**src/rtl/esseq_pkg.sv**
```systemverilog
// shared types and constants of the engine start sequencer
// depends on nothing
package esseq_pkg;

  // engine mode codes
  typedef enum logic [1:0] {
    MODE_OFF   = 2'd0,
    MODE_IGN   = 2'd1,
    MODE_START = 2'd2,
    MODE_RUN   = 2'd3
  } mode_t;

  // controller states
  typedef enum logic [1:0] {
    ST_IDLE = 2'd0,
    ST_MUL  = 2'd1,
    ST_DIV  = 2'd2,
    ST_DONE = 2'd3
  } ctrl_state_t;

  // configuration register indexes
  localparam int CfgIdxW = 3;
  localparam int CfgDataW = 16;
  localparam logic [CfgIdxW-1:0] REG_CENTER_LEVEL  = 3'd0;
  localparam logic [CfgIdxW-1:0] REG_RC_HALF_SPAN  = 3'd1;
  localparam logic [CfgIdxW-1:0] REG_SERVO_MIN     = 3'd2;
  localparam logic [CfgIdxW-1:0] REG_SERVO_MAX     = 3'd3;
  localparam logic [CfgIdxW-1:0] REG_IDLE_ANGLE    = 3'd4;
  localparam logic [CfgIdxW-1:0] REG_CRANK_TIMEOUT = 3'd5;

  // divider geometry: 20-bit dividend magnitude, four bits per cycle
  localparam int DivW = 20;
  localparam int DivStepsPerCycle = 4;
  localparam int DivCycles = DivW / DivStepsPerCycle;
  localparam int DivCntW = $clog2(DivCycles);

  // update word
  typedef struct packed {
    logic        opcode;
    logic [10:0] ignition_channel;
    logic [10:0] starter_channel;
    logic [10:0] throttle_channel;
    logic [31:0] now_ms;
  } upd_word_t;

  // result word
  typedef struct packed {
    logic       ignition_relay;
    logic       starter_relay;
    logic [7:0] servo_angle;
    logic [1:0] engine_mode;
  } res_word_t;

  // controller to datapath commands
  typedef struct packed {
    logic load;
    logic mul;
    logic div_step;
    logic finish;
  } esseq_cmd_t;

endpackage

```
**src/rtl/esseq_ctrl.sv**
```systemverilog
// controller of the engine start sequencer: handshakes and step sequencing
// depends on esseq_pkg
module esseq_ctrl
  import esseq_pkg::*;
(
  input  logic       clk,
  input  logic       rst,
  input  logic       upd_valid,
  output logic       upd_stall,
  output logic       res_valid,
  input  logic       res_stall,
  output esseq_cmd_t cmd
);

  ctrl_state_t          state;
  ctrl_state_t          state_next;
  logic [DivCntW-1:0]   div_cnt;
  logic                 out_free;

  // output register can take a word when empty or being drained
  assign out_free = !res_valid || !res_stall;

  // next state
  always_comb begin
    state_next = state;
    case (state)
      ST_IDLE: if (upd_valid) state_next = ST_MUL;
      ST_MUL:  state_next = ST_DIV;
      ST_DIV:  if (div_cnt == DivCntW'(DivCycles - 1)) state_next = ST_DONE;
      ST_DONE: if (out_free) state_next = ST_IDLE;
      default: state_next = ST_IDLE;
    endcase
  end

  // commands and stall
  always_comb begin
    cmd = '0;
    upd_stall = 1'b1;
    case (state)
      ST_IDLE: begin
        upd_stall = 1'b0;
        cmd.load = upd_valid;
      end
      ST_MUL:  cmd.mul = 1'b1;
      ST_DIV:  cmd.div_step = 1'b1;
      ST_DONE: cmd.finish = out_free;
      default: cmd = '0;
    endcase
  end

  // state, divider cycle count and result valid
  always_ff @(posedge clk) begin
    if (rst) begin
      state <= ST_IDLE;
      div_cnt <= '0;
      res_valid <= 1'b0;
    end else begin
      state <= state_next;
      if (cmd.mul) begin
        div_cnt <= '0;
      end else if (cmd.div_step) begin
        div_cnt <= div_cnt + 1'b1;
      end
      if (cmd.finish) begin
        res_valid <= 1'b1;
      end else if (!res_stall) begin
        res_valid <= 1'b0;
      end
    end
  end

endmodule

```
**src/rtl/esseq_dp.sv**
```systemverilog
// datapath of the engine start sequencer: config, mode state, throttle scaling
// depends on esseq_pkg
module esseq_dp
  import esseq_pkg::*;
(
  input  logic                clk,
  input  logic                rst,
  input  esseq_cmd_t          cmd,
  input  upd_word_t           upd_word,
  input  logic                cfg_valid,
  input  logic [CfgIdxW-1:0]  cfg_index,
  input  logic [CfgDataW-1:0] cfg_data,
  output res_word_t           res_word
);

  // configuration registers
  logic [10:0] center_level;
  logic [9:0]  rc_half_span;
  logic [7:0]  servo_min_angle;
  logic [7:0]  servo_max_angle;
  logic [7:0]  idle_angle;
  logic [15:0] crank_timeout_ms;

  // sequencer state
  mode_t       mode;
  mode_t       mode_next;
  logic        crank_lock;
  logic        crank_lock_next;
  logic [31:0] crank_start_time;
  logic [31:0] crank_start_time_next;
  logic        use_map;
  logic        use_map_next;
  logic [10:0] thr_ch;

  // scaling and divider
  logic signed [12:0] dev;
  logic signed [8:0]  span;
  logic signed [21:0] prod;
  logic [21:0]        prod_mag;
  logic [10:0]        den;
  logic [DivW-1:0]    div_q;
  logic [10:0]        div_r;
  logic               div_neg;
  logic [DivW-1:0]    div_q_next;
  logic [10:0]        div_r_next;
  logic [DivW-1:0]    quo;
  logic signed [DivW:0] q_signed;
  logic signed [DivW:0] lo;
  logic signed [DivW:0] hi;
  logic [7:0]         mapped;
  logic               ign_on;
  logic               st_on;
  logic [31:0]        elapsed;

  // config writes, unlisted indexes ignored
  always_ff @(posedge clk) begin
    if (rst) begin
      center_level <= 11'd1500;
      rc_half_span <= 10'd500;
      servo_min_angle <= 8'd0;
      servo_max_angle <= 8'd180;
      idle_angle <= 8'd0;
      crank_timeout_ms <= 16'd3000;
    end else if (cfg_valid) begin
      case (cfg_index)
        REG_CENTER_LEVEL:  center_level <= cfg_data[10:0];
        REG_RC_HALF_SPAN:  rc_half_span <= cfg_data[9:0];
        REG_SERVO_MIN:     servo_min_angle <= cfg_data[7:0];
        REG_SERVO_MAX:     servo_max_angle <= cfg_data[7:0];
        REG_IDLE_ANGLE:    idle_angle <= cfg_data[7:0];
        REG_CRANK_TIMEOUT: crank_timeout_ms <= cfg_data;
        default: ;
      endcase
    end
  end

  // mode transitions for the incoming word
  assign ign_on = upd_word.ignition_channel > center_level;
  assign st_on = upd_word.starter_channel > center_level;
  assign elapsed = upd_word.now_ms - crank_start_time;

  always_comb begin
    mode_next = mode;
    crank_lock_next = crank_lock;
    crank_start_time_next = crank_start_time;
    use_map_next = 1'b0;
    if (upd_word.opcode) begin
      mode_next = MODE_OFF;
      crank_lock_next = 1'b0;
    end else begin
      case (mode)
        MODE_OFF: begin
          crank_lock_next = 1'b0;
          if (ign_on) mode_next = MODE_IGN;
        end
        MODE_IGN: begin
          if (!ign_on) begin
            mode_next = MODE_OFF;
          end else if (st_on && !crank_lock) begin
            crank_start_time_next = upd_word.now_ms;
            crank_lock_next = 1'b1;
            mode_next = MODE_START;
          end
        end
        MODE_START: begin
          if (elapsed >= {16'd0, crank_timeout_ms} || !st_on) mode_next = MODE_RUN;
        end
        MODE_RUN: begin
          if (!ign_on) begin
            mode_next = MODE_OFF;
          end else if (!st_on) begin
            use_map_next = 1'b1;
          end
        end
        default: mode_next = MODE_OFF;
      endcase
      if (!st_on && mode_next != MODE_START) crank_lock_next = 1'b0;
    end
  end

  always_ff @(posedge clk) begin
    if (rst) begin
      mode <= MODE_OFF;
      crank_lock <= 1'b0;
      crank_start_time <= '0;
      use_map <= 1'b0;
    end else if (cmd.load) begin
      mode <= mode_next;
      crank_lock <= crank_lock_next;
      crank_start_time <= crank_start_time_next;
      use_map <= use_map_next;
    end
  end

  always_ff @(posedge clk) begin
    if (cmd.load) thr_ch <= upd_word.throttle_channel;
  end

  // scaled numerator: offset channel times angle span
  assign dev = $signed({2'b00, thr_ch}) - $signed({2'b00, center_level})
             + $signed({3'b000, rc_half_span});
  assign span = $signed({1'b0, servo_max_angle}) - $signed({1'b0, servo_min_angle});
  assign prod = 22'(dev) * 22'(span);
  assign prod_mag = prod[21] ? 22'(-prod) : prod;
  assign den = {rc_half_span, 1'b0};

  // restoring division, several quotient bits per cycle
  always_comb begin
    logic [11:0]     sh;
    logic [10:0]     rr;
    logic [DivW-1:0] qq;
    rr = div_r;
    qq = div_q;
    for (int i = 0; i < DivStepsPerCycle; i++) begin
      sh = {rr, qq[DivW-1]};
      qq = {qq[DivW-2:0], 1'b0};
      if (sh >= {1'b0, den}) begin
        sh = sh - {1'b0, den};
        qq[0] = 1'b1;
      end
      rr = sh[10:0];
    end
    div_q_next = qq;
    div_r_next = rr;
  end

  always_ff @(posedge clk) begin
    if (cmd.mul) begin
      div_q <= prod_mag[DivW-1:0];
      div_r <= '0;
      div_neg <= prod[21];
    end else if (cmd.div_step) begin
      div_q <= div_q_next;
      div_r <= div_r_next;
    end
  end

  // signed quotient, zero half span gives zero, then clamp
  assign quo = (rc_half_span == '0) ? '0 : div_q;
  assign q_signed = div_neg ? -$signed({1'b0, quo}) : $signed({1'b0, quo});
  assign lo = $signed({13'd0, servo_min_angle});
  assign hi = $signed({13'd0, servo_max_angle});

  always_comb begin
    if (q_signed < lo) begin
      mapped = servo_min_angle;
    end else if (q_signed > hi) begin
      mapped = servo_max_angle;
    end else begin
      mapped = q_signed[7:0];
    end
  end

  // result register
  always_ff @(posedge clk) begin
    if (cmd.finish) begin
      res_word.ignition_relay <= (mode != MODE_OFF);
      res_word.starter_relay <= (mode == MODE_START);
      res_word.servo_angle <= use_map ? mapped : idle_angle;
      res_word.engine_mode <= mode;
    end
  end

endmodule

```
**src/rtl/engine_start_sequencer_core.sv**
```systemverilog
// engine start sequencer top level: controller plus datapath
// depends on esseq_pkg, esseq_ctrl, esseq_dp
//
// Usage:
//   upd channel: one update word (opcode, three RC channels, ms time) is
//   taken at an edge with upd_valid high and upd_stall low.
//   res channel: one result word (relays, servo angle, mode) per update,
//   taken at an edge with res_valid high and res_stall low.
//   cfg channel: register writes by index, always ready; write only while
//   no update is in flight.
//   After an update is taken the controller steps through the multiply,
//   divide (divider for throttle scaling, four quotient bits per cycle) and
//   done states before res_valid rises; no new update enters meanwhile.
//   The output register lets a new update enter while a result waits.
//   If the receiver stalls a second finished result, the block holds it and
//   keeps upd_stall high until the output register frees.
//   Reset (rst, synchronous): mode off, crank lock clear, crank start time
//   zero, registers at their default values, no result pending.
module engine_start_sequencer_core
  import esseq_pkg::*;
(
  input  logic                clk,
  input  logic                rst,
  input  logic                upd_valid,
  output logic                upd_stall,
  input  upd_word_t           upd_word,
  output logic                res_valid,
  input  logic                res_stall,
  output res_word_t           res_word,
  input  logic                cfg_valid,
  output logic                cfg_ready,
  input  logic [CfgIdxW-1:0]  cfg_index,
  input  logic [CfgDataW-1:0] cfg_data
);

  esseq_cmd_t cmd;

  // config writes are always accepted and registered
  assign cfg_ready = 1'b1;

  // step sequencing and handshakes
  esseq_ctrl u_ctrl (
    .clk       (clk),
    .rst       (rst),
    .upd_valid (upd_valid),
    .upd_stall (upd_stall),
    .res_valid (res_valid),
    .res_stall (res_stall),
    .cmd       (cmd)
  );

  // state, scaling and result register
  esseq_dp u_dp (
    .clk       (clk),
    .rst       (rst),
    .cmd       (cmd),
    .upd_word  (upd_word),
    .cfg_valid (cfg_valid && cfg_ready),
    .cfg_index (cfg_index),
    .cfg_data  (cfg_data),
    .res_word  (res_word)
  );

endmodule

```
**config.mk**
```make
export PLATFORM = sky130hd
export DESIGN_NAME = engine_start_sequencer_core
export DESIGN_NICKNAME = d
export VERILOG_FILES = /design/src/rtl/esseq_pkg.sv /design/src/rtl/esseq_ctrl.sv /design/src/rtl/esseq_dp.sv /design/src/rtl/engine_start_sequencer_core.sv
export SDC_FILE = /design/constraint.sdc
export NUM_CORES = 1
export LEC_CHECK = 0
export BUFFER_PORTS_ARGS = -buffer_cell sky130_fd_sc_hd__buf_4
export CAP_MARGIN = 25
export CORE_MARGIN = 2
export CORE_UTILIZATION = 55
export CTS_CLUSTER_SIZE = 8
export DETAILED_ROUTE_END_ITERATION = 6
export PLACE_DENSITY = 0.72
export SKIP_CTS_REPAIR_TIMING = 1
export SYNTH_ARGS = -nofsm -noshare
export SYNTH_HDL_FRONTEND = slang
export SYNTH_SLANG_ARGS = --single-unit
```
**constraint.sdc**
```tcl
create_clock -name clk -period 12.1 [get_ports clk]
set_input_delay 0 -clock clk [delete_from_list [all_inputs] [get_ports clk]]
set_output_delay 0 -clock clk [all_outputs]
set_load 0.1 [all_outputs]
```
======== Yosys cells after proc, flatten, opt, wreduce, memory -nomap -nowiden ========
Cells that the tools add are included.
word-level totals
  output and inout bits ................... 15
  register bits ........................... 158
  word-level logic and storage cells ...... 131
  input port bits ......................... 90
operators by class
  bitwise logic cells ..................... 1
  multiplexer cells ....................... 44
  reductions and logical operators ........ 25
  equal/unequal tests ..................... 19
  $mul .................................... 1
  order comparisons ....................... 9
  $add $sub $neg .......................... 11
operators with widths
  cell                                                    number
  20-bit 2-to-1 mux                                       4
  12-bit by 11-bit >= comparator with 1-bit output        4
  11-bit 2-to-1 mux                                       4
  11-bit subtractor                                       4
  32-bit by 16-bit >= comparator with 1-bit output        1
  32-bit subtractor                                       1
  8-bit 2-to-1 mux                                        3
  11-bit > comparator                                     2
  13-bit by 9-bit multiplier with 22-bit output           1
  21-bit by 9-bit > comparator with 1-bit output          1
  21-bit by 9-bit less-than comparator with 1-bit output  1
  21-bit 2-to-1 mux                                       1
  20-bit negation with 21-bit output                      1
  2-bit 2-to-1 mux                                        10
  20-bit negation                                         1
  1-bit 2-to-1 mux                                        19
  2-bit one-hot mux with 4 select lines                   2
  12-bit by 11-bit adder with 13-bit output               1
  2-bit AND reduction                                     6
  11-bit by 11-bit subtractor with 12-bit output          1
  10-bit zero test                                        1
  3-bit == test (second input constant)                   3
  8-bit by 8-bit subtractor with 9-bit output             1
  2-bit == test (second input constant)                   4
  20 further kinds                                        33

======== Logic depth before layout (Yosys ltp) ========
Gate-level depths: netlist (run 1).
  depth after elaboration ................. 10
  mapped depth ............................ 44
  depth with buffers taken out ............ 39

======== By module ========
From an unflattened synthesis (run 1), not the netlist that was laid out.
second synthesis, totals
  cell total of the unflattened synthesis .. 2188
  area total of the unflattened synthesis .. 17760.8 sq um
by module, submodules not included
  module                       cells an instance  area each (sq um)  times used
  esseq_dp                     2148               17376.7            1
  esseq_ctrl                   38                 372.9              1
  engine_start_sequencer_core  2                  11.3               1

======== Worst setup path before layout (run 1) ========
OpenSTA, ideal clock, no wires.
  path kind ............................... register to register
  start point ............................. reg u_dp.rc_half_span[1]
  end point ............................... reg u_dp.div_q[0] (data pin)
  stages on the path, launching flop included .. 43
  slack ................................... 3.290 ns
  arrival ................................. 8.539 ns
  data required time ...................... 11.829 ns
  cells stage by stage .................... dfxtp_1 inv_1 ha_1 nand3b_1 a21oi_1 o31a_1 o21ai_1 clkbuf_1 mux2i_1 inv_1 ha_1 and3_1 o21ai_0 nand3_1 a21boi_0 o21a_1 and2_1 clkbuf_1 [... 7 more ...] o41ai_1 o211ai_1 a211oi_2 nor2_2 mux2_2 inv_1 ha_1 nor2b_1 o21ai_0 a21boi_0 o21ai_0 a21oi_1 o21ai_0 a21oi_1 a211oi_1 and2_1 clkbuf_1 mux2i_1
on the way
  word-level cells in the longest chain between the ends .. 10
  elaborated cells between the ends (all ways) .. 16
  classes of those cells .................. add/sub (4); mul (1); order compare (4); mux (7)
RTL lines
  item                                                                                          line                              RTL
  start, declared                                                                               esseq_dp.sv:18                    logic [9:0] rc_half_span;
  start signal, assigned                                                                        esseq_dp.sv:67                    REG_RC_HALF_SPAN: rc_half_span <= cfg_data[9:0];
  11-bit subtractor / 12-bit by 11-bit >= comparator with 1-bit output (equally long branches)  esseq_dp.sv:158, esseq_dp.sv:157
  11-bit 2-to-1 mux                                                                             esseq_dp.sv:157                   if (sh >= {1'b0, den}) begin
  11-bit subtractor / 12-bit by 11-bit >= comparator with 1-bit output (equally long branches)  esseq_dp.sv:158, esseq_dp.sv:157
  11-bit 2-to-1 mux                                                                             esseq_dp.sv:157
  11-bit subtractor / 12-bit by 11-bit >= comparator with 1-bit output (equally long branches)  esseq_dp.sv:158, esseq_dp.sv:157
  11-bit 2-to-1 mux                                                                             esseq_dp.sv:157
  12-bit by 11-bit >= comparator with 1-bit output                                              esseq_dp.sv:157
  1-bit 2-to-1 mux                                                                              esseq_dp.sv:157
  20-bit 2-to-1 mux                                                                             esseq_dp.sv:172                   end else if (cmd.div_step) begin
  20-bit 2-to-1 mux (*)                                                                         esseq_dp.sv:168                   if (cmd.mul) begin
  end signal, assigned                                                                          esseq_dp.sv:169                   div_q <= prod_mag[DivW-1:0];
  end signal, assigned                                                                          esseq_dp.sv:173                   div_q <= div_q_next;
  end, declared                                                                                 esseq_dp.sv:41                    logic [DivW-1:0] div_q;
Every way passes the cells marked *; elsewhere a longest branch is shown, timed or not. The select of a mux whose other input is x is not followed.
A chain may end at the register's enable or synchronous reset.

======== Worst setup path after layout (run 1) ========
Ends and elaborated chain as after synthesis.

==> impl_metrics.csv, run 1 <==
group,metric,value,unit
clocking,numCtsBuffers,17,
synthesis,avgSynthCellArea,8.27,µm²
global_route,via_count_of_the_first_global_routing_pass,15000,
worst_setup_path,path_max_fanout,14,
floorplanning,rows,65,
synthesis,synthesis.area,0.0177,mm²
routing,drt-initial-drc-count,1344,
layout,multi_input_logic_area,0.0129,mm²
sta,max_slew.worst_pin.slew,1.08,ns
clocking,cts.sinks,158,
worst_setup_path,crit_slowest_cell,"sky130_fd_sc_hd__o41ai_1",
worst_setup_path,worst_ep_required,12.28,ns
worst_setup_path,critical_path.startpoint,"u_dp.rc_half_span[1]",
layout,most_common_library_cell_in_the_layout_ignoring_fill_and_taps,"sky130_fd_sc_hd__inv_1",
run_status,status,"completed",
job,drv.max_cap_violation_count,0,
floorplanning,die_x,184,µm
global_route,track_usage,29.7,%
synthesis,proportion_of_synthesized_chip_area_in_sequential_cells,20.3,%
synthesis,syn_nets,2553,
sta,finalWorstPathRequiredPeriod,10.20,ns
synthesis,post_synth_main_area_contributors,"sky130_fd_sc_hd__ha_1 (15%), sky130_fd_sc_hd__dfxtp_1 (13%), sky130_fd_sc_hd__fa_1 (12%), sky130_fd_sc_hd__edfxtp_1 (7.4%), sky130_fd_sc_hd__inv_1 (5.3%)",
synthesis,biggest_area_consumer_among_synthesized_cells,"sky130_fd_sc_hd__ha_1",
sta,finalMaxSlewViolations,0,
worst_setup_path,r2r_cells,38,
layout,share_of_post_route_cells_with_drive_strength_above_1,8.73,%
synthesis,syn-instance-count,2147,
clocking,htreeDepth,4,
floorplanning,floorplan.io_pins,105,
sta,highest_attainable_clock_frequency,98.0,MHz
sta,setup-tns-final,0,ns
sta,setup_viol,0,
floorplanning,initial_utilization,56.1,%
worst_setup_path,crit_path_end,"u_dp.div_q[0]",
synthesis,yosys_register_bits,158,
synthesis,synth_flop_cell,"sky130_fd_sc_hd__dfxtp_1",
sta,final-hold-violation-count,0,
layout,antenna_cells_inserted,0,
routing,detail_route.wl_per_cell,18.8,µm
worst_setup_path,timing_worst_setup_path_type,"flop to flop",
routing,detailedRoute.firstPassIterationCount,7,
clocking,clkTransAtPathRegs,0.07,ns
sta,final.setup_skew,0.0134,ns
floorplanning,die_h,184,µm
routing,routed_via_density,5.87,
routing,detail-route-antenna-nets,0,
routing,routed-via-count,16000,
clocking,cts.path.max_buffers,2,
hold_path,hold_path_class,"primary input to flop",
clocking,root_buffer,"sky130_fd_sc_hd__clkbuf_16",
worst_setup_path,r2r_setup_slack,1.90,ns
floorplanning,core_box_area,0.0316,mm²
worst_setup_path,cpPeakStageDelay,0.62,ns
synthesis,ys_async_sr_fraction,0,%
routing,drc,0,
global_route,grt.overflow.total,0,
synthesis,synth_top_area_share,14.8,%
worst_setup_path,worst_setup_path_end_kind,"flop",
global_route,grt_antenna_before_repair,1,
sta,rsz0062_at_grt,"false",
worst_setup_path,worst_r2r_endpoint,"u_dp.div_q[0]",
clocking,cts_tree,"done",
layout,design.final.nets,2706,
sta,slew_headroom,27.3,%
clocking,worstSkewPairLatency,0.45,ns
global_route,first_pass_grt_wire_length,78500,µm
worst_setup_path,reg2reg_launch_point,"u_dp.rc_half_span[1]",
place,buffer_ports.inserted,103,
synthesis,netlist-cell-type-count,82,
synthesis,yosys_warnings,0,
worst_setup_path,worst_path_most_repeated_cell,"sky130_fd_sc_hd__o21ai_0",
sta,layout_worst_path_cycle_share,84.3,%
worst_setup_path,timing.critical_path.from_type,"flop",
place,gpl.final_weighted_congestion,0.895,
worst_setup_path,crit_arrival,10.38,ns
routing,postRouteWirelength,51000,µm
layout,register_area,0.00360,mm²
place,detailedPlacementHpwl,39500,µm
synthesis,synth_enable_flop_cells,44,
layout,area_delta_synth_final,14.5,%
floorplanning,design.die.area,0.0337,mm²
layout,number_of_filler_cells_placed_in_the_layout,2667,
global_route,grt_max_degree,105,
layout,leading_cell_types_in_the_layout_fill_and_taps_excluded,"sky130_fd_sc_hd__inv_1 (249), sky130_fd_sc_hd__nand2_1 (233), sky130_fd_sc_hd__ha_1 (210), sky130_fd_sc_hd__nor2_1 (206), sky130_fd_sc_hd__a21oi_1 (158)",
## cells in the mapped netlist (13+ instances only)
| library cell | n |
|---|---|
| sky130_fd_sc_hd__o21bai_1 | 27 |
| sky130_fd_sc_hd__inv_1 | 249 |
| sky130_fd_sc_hd__nand3_1 | 29 |
| sky130_fd_sc_hd__xnor2_1 | 75 |
| sky130_fd_sc_hd__nor3_1 | 34 |
| sky130_fd_sc_hd__o21ai_0 | 75 |
| sky130_fd_sc_hd__nor4_1 | 13 |
| sky130_fd_sc_hd__ha_1 | 210 |
| sky130_fd_sc_hd__nand2b_1 | 26 |
| sky130_fd_sc_hd__a211oi_1 | 17 |
| sky130_fd_sc_hd__clkbuf_1 | 56 |
| sky130_fd_sc_hd__nor2b_1 | 23 |
| sky130_fd_sc_hd__or2_2 | 18 |
| sky130_fd_sc_hd__edfxtp_1 | 44 |
| sky130_fd_sc_hd__a211o_1 | 14 |
| sky130_fd_sc_hd__mux2i_1 | 57 |
| sky130_fd_sc_hd__mux2_2 | 20 |
| sky130_fd_sc_hd__xor2_1 | 52 |
| sky130_fd_sc_hd__o21a_1 | 13 |
| sky130_fd_sc_hd__dfxtp_1 | 114 |
| sky130_fd_sc_hd__nand3b_1 | 14 |
| sky130_fd_sc_hd__a21oi_1 | 158 |
| sky130_fd_sc_hd__and2_1 | 15 |
| sky130_fd_sc_hd__a31oi_1 | 22 |
| sky130_fd_sc_hd__and3_1 | 14 |
| sky130_fd_sc_hd__fa_1 | 106 |
| sky130_fd_sc_hd__nor2_1 | 206 |
| sky130_fd_sc_hd__a21o_1 | 49 |
| sky130_fd_sc_hd__nand4_1 | 18 |
| sky130_fd_sc_hd__nand2_1 | 233 |
## through the flow
step / utilization, % / cell area, µm² / cells / worst slack (ns) / hold slack, ns
after floorplan: - / 17700 / 2147 / 3.29 / 0.0989
after global placement: 59.5 / 18800 / 2595 / 1.86 / 0.180
after detailed placement: 59.5 / 18800 / 2596 / 1.66 / 0.180
after CTS: 61.5 / 19400 / 2628 / 1.62 / -0.295
after global routing: 64.2 / 20300 / 2715 / 0.851 / 0.0261
final: 64.2 / 20300 / 2715 / 1.90 / 0.000327
## layout make-up
type                            instances  area share (%)
Clock buffer                           19            2.24
Clock inverter                         13           0.751
Inverter                              251            4.64
Multi-Input combinational cell       1672            63.7
Sequential cell                       158            17.7
Tap cell                              402            2.48
Timing Repair Buffer                  200            8.47
## logic make-up (layout without fill, tap and decap cells)
group	count (synthesis)	after routing	synth area share [%]
XOR/XNOR	127	127	6.27
multiplexers	77	77	4.48
other	1	1	0.0211
AO/OA/AOI/OAI	473	473	17.6
buffers and inverters	317	483	6.79
flip-flops	158	158	20.3
adder cells (fa/ha/maj)	316	316	26.8
AND/OR/NAND/NOR	678	678	17.8
## worst min path at each step
stage | start | to | slack [ns] | cells after the start
floorplan | upd_word[32] | u_dp.thr_ch[0] | 0.1 | 0
global placement | upd_word[36] | u_dp.thr_ch[4] | 0.18 | 1
detailed placement | upd_word[35] | u_dp.thr_ch[3] | 0.18 | 1
CTS | upd_word[35] | u_dp.thr_ch[3] | -0.29 | 1
global route | cfg_index[0] | u_dp.servo_min_angle[0] | 0.03 | 4
finish | upd_valid | u_ctrl.state[0] | 0.0003 | 4
## flip-flops by register name, summed over array words and instances (netlist names)
name and count:
u_dp.div_neg 1, u_dp.mode 2, u_dp.thr_ch 11, u_ctrl.div_cnt 3, u_dp.center_level 11, u_dp.crank_start_time 32
u_ctrl.res_valid 1, u_dp.rc_half_span 10, u_dp.servo_max_angle 8, u_dp.div_q 20, u_dp.servo_min_angle 8, u_dp.res_word 12
u_dp.crank_lock 1, u_dp.use_map 1, u_dp.idle_angle 8, u_dp.div_r 11, u_ctrl.state 2, u_dp.crank_timeout_ms 16
## worst max-delay path, delay by kind of cell, from the launching register on
| family | cells | cell delay, ns |
|---|---|---|
| multiplexers | 3 | 0.84 |
| AO/OA/AOI/OAI | 19 | 4.61 |
| AND/OR/NAND/NOR | 8 | 1.89 |
| adder cells (fa/ha/maj) | 4 | 1.28 |
| flip-flops | 1 | 0.34 |
| buffers and inverters | 4 | 0.95 |
## routing by layer
layer	global-route usage (%)	part of all wire [%]	vias to the layer above	wire length [µm]
met4	8.51	2.3	0	1170
li1	-	-	7687	-
met3	4.14	5.9	74	3010
met1	41.7	45	7685	23100
met5	0	0	-	0
met2	47.9	46	504	23700
Power of run 1 is left out: the tool's default activity adds up to more than one toggle a clock period on the data nets, which glitch-free logic cannot reach.
==> run 2, diff against run 1 <==
Settings changed: PLACE_DENSITY 0.72 to 0.75.
Clock period 12.1 ns to 9.3 ns, I/O delays scaled along.
==> impl_metrics.csv, run 2 (same netlist as run 1, synthesis figures left out) <==
group,metric,value,unit
run_status,status,"finished with violations",
run_status,violations,"DRC, hold timing",
worst_setup_path,worst_setup_path_end_kind,"flop",
clocking,root_buffer,"sky130_fd_sc_hd__clkbuf_16",
worst_setup_path,crit_arrival,9.00,ns
place,gpl.final_weighted_congestion,1.05,
routing,detailedRoute.firstPassIterationCount,7,
sta,max_slew.worst_pin.slew,1.02,ns
routing,drc,7,
hold_path,hold_path_class,"primary input to flop",
global_route,grt_antenna_before_repair,0,
layout,top_register,"u_dp.crank_start_time",
routing,detail_route.wl_per_cell,18.3,µm
clocking,cts.sinks,158,
worst_setup_path,r2r_cells,33,
job,drv.max_cap_violation_count,0,
worst_setup_path,worst_r2r_endpoint,"u_dp.div_q[3]",
clocking,cts.path.max_buffers,2,
floorplanning,core_box_area,0.0316,mm²
sta,finalMaxSlewViolations,0,
worst_setup_path,path_max_fanout,13,
layout,number_of_filler_cells_placed_in_the_layout,2551,
routing,detail-route-antenna-nets,0,
worst_setup_path,cpPeakStageDelay,0.56,ns
worst_setup_path,timing.critical_path.from_type,"flop",
clocking,cts_tree,"done",
worst_setup_path,crit_path_end,"u_dp.div_q[3]",
clocking,numCtsBuffers,17,
clocking,worstSkewPairLatency,0.45,ns
worst_setup_path,critical_path.startpoint,"u_dp.center_level[0]",
floorplanning,rows,65,
worst_setup_path,r2r_setup_slack,0.48,ns
floorplanning,floorplan.io_pins,105,
sta,finalWorstPathRequiredPeriod,8.82,ns
sta,hold_ws,-0.0215,ns
layout,largest_registers,"u_dp.crank_start_time (32), u_dp.div_q (20), u_dp.crank_timeout_ms (16)",
global_route,first_pass_grt_wire_length,77400,µm
layout,largest_register_ffs,32,
layout,design.final.nets,2722,
global_route,grt_max_degree,105,
worst_setup_path,reg2reg_launch_point,"u_dp.center_level[0]",
layout,leading_cell_types_in_the_layout_fill_and_taps_excluded,"sky130_fd_sc_hd__inv_1 (249), sky130_fd_sc_hd__nand2_1 (233), sky130_fd_sc_hd__ha_1 (209), sky130_fd_sc_hd__nor2_1 (205), sky130_fd_sc_hd__a21oi_1 (155)",
global_route,grt.overflow.total,0,
sta,final_setup_margin,0.484,ns
worst_setup_path,timing_worst_setup_path_type,"flop to flop",
sta,setup_viol,0,
routing,routed_via_density,5.94,
worst_setup_path,worst_path_most_repeated_cell,"sky130_fd_sc_hd__fa_1",
worst_setup_path,worst_ep_required,9.48,ns
floorplanning,die_h,184,µm
global_route,via_count_of_the_first_global_routing_pass,15100,
place,place_worst_setup_slack,0.0924,ns
routing,routed-via-count,16200,
layout,share_of_post_route_cells_with_drive_strength_above_1,10.6,%
sta,layout_worst_path_cycle_share,94.8,%
place,detailedPlacementHpwl,38400,µm
sta,final-hold-violation-count,1,
global_route,track_usage,29.0,%
layout,most_common_library_cell_in_the_layout_ignoring_fill_and_taps,"sky130_fd_sc_hd__inv_1",
place,buffer_ports.inserted,103,
layout,antenna_cells_inserted,0,
clocking,htreeDepth,4,
layout,area_delta_synth_final,15.9,%
routing,drt-initial-drc-count,1569,
worst_setup_path,crit_slowest_cell,"sky130_fd_sc_hd__fa_1",
floorplanning,design.die.area,0.0337,mm²
sta,final.setup_skew,0.0106,ns
sta,highest_attainable_clock_frequency,113,MHz
routing,postRouteWirelength,50100,µm
sta,slew_headroom,31.2,%
clocking,clkTransAtPathRegs,0.08,ns
floorplanning,die_x,184,µm
floorplanning,initial_utilization,56.1,%
[run 2: cell count changes in the layout (fill, tap and decap cells not counted), sizes merged]
cell	change
buf	+24
clkbuf	-3
clkinv	+2
clkinvlp	-3
dlygate4sd3	-7
inv	+3
[run 2: final cells by class]
type                       instances  area [µm²]  share of cell area, %
clock buffer                      17         425                   2.07
clock inverter                    15         215                   1.05
inverter                         251         946                   4.60
multi-input combinational       1672       13000                   63.4
sequential                       158        3600                   17.5
tap                              402         503                   2.44
timing repair buffer             216        1850                   8.97
[run 2: per-layer routing]
layer	wire length (µm)	global-route usage, %
met1	21400	39.0
met5	0	0
met2	23700	47.1
met3	3670	5.09
met4	1380	9.95
[run 2: per-stage QoR]
stage	hold WS [ns]	area [µm²]	TNS, ns	std cells	util (%)
global placement	0.181	19000	0	2614	60.0
floorplan	0.0989	17700	0	2147	-
finish	-0.0215	20600	0	2731	65.0
detailed placement	0.179	19000	0	2615	60.0
CTS	-0.298	19600	0	2647	62.0
global route	0.0276	20600	-0.0281	2731	65.0
[run 2: worst max-delay path: cells and delay by family (launching register included)]
kind / cells / cell delay (ns)
adders and majority gates: 9 / 4.06
buffers and inverters: 8 / 0.80
and+or+nand+nor: 2 / 0.23
muxes: 1 / 0.09
xor gates and xnor gates: 3 / 0.72
DFF: 1 / 0.45
AOI/OAI and AO/OA: 10 / 2.17
[run 2: how the worst min path moves through the flow]
stage                  from                       to  slack [ns]  depth (start not counted)
2_1_floorplan  upd_word[32]           u_dp.thr_ch[0]         0.1                          0
3_3_place_gp   upd_word[40]           u_dp.thr_ch[8]        0.18                          1
3_5_place_dp   upd_word[32]           u_dp.thr_ch[0]        0.18                          1
4_1_cts        upd_word[32]           u_dp.thr_ch[0]       -0.30                          1
5_1_grt        cfg_index[0]  u_dp.servo_min_angle[0]        0.03                          4
6_report          upd_valid          u_ctrl.state[0]       -0.02                          4
Power of run 2 is left out for the same reason.
==> run 3, diff against run 2 <==
Settings changed: CTS_BUF_LIST set to sky130_fd_sc_hd__clkbuf_2.
==> impl_metrics.csv, run 3 (same netlist as run 1, synthesis figures left out) <==
group,metric,value,unit
worst_setup_path,crit_arrival,9.66,ns
clocking,cts.sinks,158,
floorplanning,floorplan.io_pins,105,
layout,multi_input_logic_area,0.0130,mm²
clocking,worstSkewPairLatency,0.88,ns
sta,final.setup_skew,0.0582,ns
run_status,status,"finished with violations",
layout,postLayoutCoreUtil,66.8,%
layout,area_delta_synth_final,19.0,%
global_route,grt_antenna_before_repair,3,
routing,detailedRoute.firstPassIterationCount,7,
place,place.detailed.instances,2615,
worst_setup_path,path_max_fanout,9,
clocking,root_buffer,"sky130_fd_sc_hd__clkbuf_2",
place,place_worst_setup_slack,0.0924,ns
routing,drt-initial-drc-count,1787,
sta,highest_attainable_clock_frequency,111,MHz
clocking,htreeDepth,4,
layout,top_register,"u_dp.crank_start_time",
sta,max_slew.worst_pin.slew,0.977,ns
floorplanning,die_x,184,µm
sta,setup_viol,0,
worst_setup_path,worst_setup_path_end_kind,"flop",
routing,detail_route.wl_per_cell,18.9,µm
hold_path,hold_path_class,"primary input to flop",
layout,largest_registers,"u_dp.crank_start_time (32), u_dp.div_q (20), u_dp.crank_timeout_ms (16)",
routing,postRouteWirelength,53400,µm
layout,largest_register_ffs,32,
global_route,first_pass_grt_wire_length,76600,µm
job,drv.max_cap_violation_count,0,
global_route,grt_max_degree,105,
place,buffer_ports.inserted,103,
routing,detail-route-antenna-nets,0,
clocking,clkTransAtPathRegs,0.33,ns
routing,highest_routing_layer_actually_used,"met5",
layout,most_common_library_cell_in_the_layout_ignoring_fill_and_taps,"sky130_fd_sc_hd__inv_1",
place,gpl.final_weighted_congestion,1.05,
sta,hold_ws,-0.00741,ns
routing,routed_via_density,6.01,
clocking,numCtsBuffers,17,
worst_setup_path,cpPeakStageDelay,0.55,ns
floorplanning,initial_utilization,56.1,%
layout,register_area,0.00361,mm²
sta,final_setup_margin,0.306,ns
routing,wire_length_on_met3,4240,µm
worst_setup_path,worst_path_most_repeated_cell,"sky130_fd_sc_hd__fa_1",
worst_setup_path,worst_ep_required,9.97,ns
routing,routed-via-count,17000,
worst_setup_path,crit_slowest_cell,"sky130_fd_sc_hd__fa_1",
global_route,grt.overflow.total,0,
layout,design.final.nets,2809,
sta,finalMaxSlewViolations,0,
sta,layout_worst_path_cycle_share,96.7,%
floorplanning,design.die.area,0.0337,mm²
layout,finish.cell_count_without_fillers,2823,
routing,drc,0,
layout,number_of_filler_cells_placed_in_the_layout,2459,
routing,met1Wirelength,21800,µm
clocking,cts_tree,"done",
routing,met2_length,24900,µm
global_route,via_count_of_the_first_global_routing_pass,15000,
worst_setup_path,timing.critical_path.from_type,"flop",
sta,finalWorstPathRequiredPeriod,8.99,ns
clocking,cts.path.max_buffers,2,
worst_setup_path,timing_worst_setup_path_type,"flop to flop",
floorplanning,die_h,184,µm
global_route,track_usage,28.7,%
sta,final-hold-violation-count,1,
layout,share_of_post_route_cells_with_drive_strength_above_1,10.2,%
layout,leading_cell_types_in_the_layout_fill_and_taps_excluded,"sky130_fd_sc_hd__inv_1 (249), sky130_fd_sc_hd__nand2_1 (233), sky130_fd_sc_hd__ha_1 (209), sky130_fd_sc_hd__nor2_1 (205), sky130_fd_sc_hd__dlygate4sd3_1 (163)",
floorplanning,rows,65,
run_status,violations,"hold timing",
sta,slew_headroom,34.4,%
floorplanning,core_box_area,0.0316,mm²
place,detailedPlacementHpwl,38400,µm
## run 3: changes by cell type in the layout (fill, tap and decap cells not counted), moves of 2 or more
cell | previous run | this run
sky130_fd_sc_hd__clkbuf_2 | 0 | 17
sky130_fd_sc_hd__clkbuf_16 | 17 | 0
sky130_fd_sc_hd__dlygate4sd3_1 | 75 | 163
sky130_fd_sc_hd__dfxtp_1 | 114 | 112
sky130_fd_sc_hd__diode_2 | 0 | 5
sky130_fd_sc_hd__dfxtp_2 | 0 | 2
## run 3: path summary, 6_finish.rpt
path / start / end / slack [ns] / cells after the start
max: u_dp.thr_ch[0] / u_dp.div_q[18] / 0.31 / 32
min: upd_word[64] / u_dp.mode[0] / -0.007 / 7
max reg2reg: u_dp.thr_ch[0] / u_dp.div_q[18] / 0.31 / 32
min reg2reg: u_dp.idle_angle[6] / u_dp.idle_angle[6] / 0.48 / 2
## run 3: per-stage QoR
step | hold slack (ns) | setup TNS, ns | area, µm²
finish | -0.00741 | 0 | 21100
global route | 0.00925 | -0.120 | 21100
CTS | -0.780 | -0.00644 | 19300
detailed placement | 0.179 | 0 | 19000
global placement | 0.181 | 0 | 19000
floorplan | 0.0989 | 0 | 17700
## run 3: per-layer routing
layer / track usage [%] / vias up
met5: 0 / -
met2: 46.2 / 787
li1: - / 7916
met1: 38.8 / 8041
met4: 9.79 / 2
met3: 5.31 / 211
## run 3: cell type report
class	instances	area share [%]
flip-flops and latches	158	17.1
clock buffers	17	0.403
clock inverters	15	1.02
multi-input cells	1672	61.7
well taps	402	2.38
repair buffers	303	12.9
inverters	251	4.48
diodes	5	0.0592
## run 3: critical path, delay by kind of cell, from the launching register on
family,cells,cell delay [ns]
multiplexers,1,0.28
adder cells (fa/ha/maj),9,3.66
XOR/XNOR,4,0.87
flip-flops,1,0.44
buffers and inverters,4,0.40
AND/OR/NAND/NOR,3,0.79
AO/OA/AOI/OAI,11,2.34
Power of run 3 is left out for the same reason.
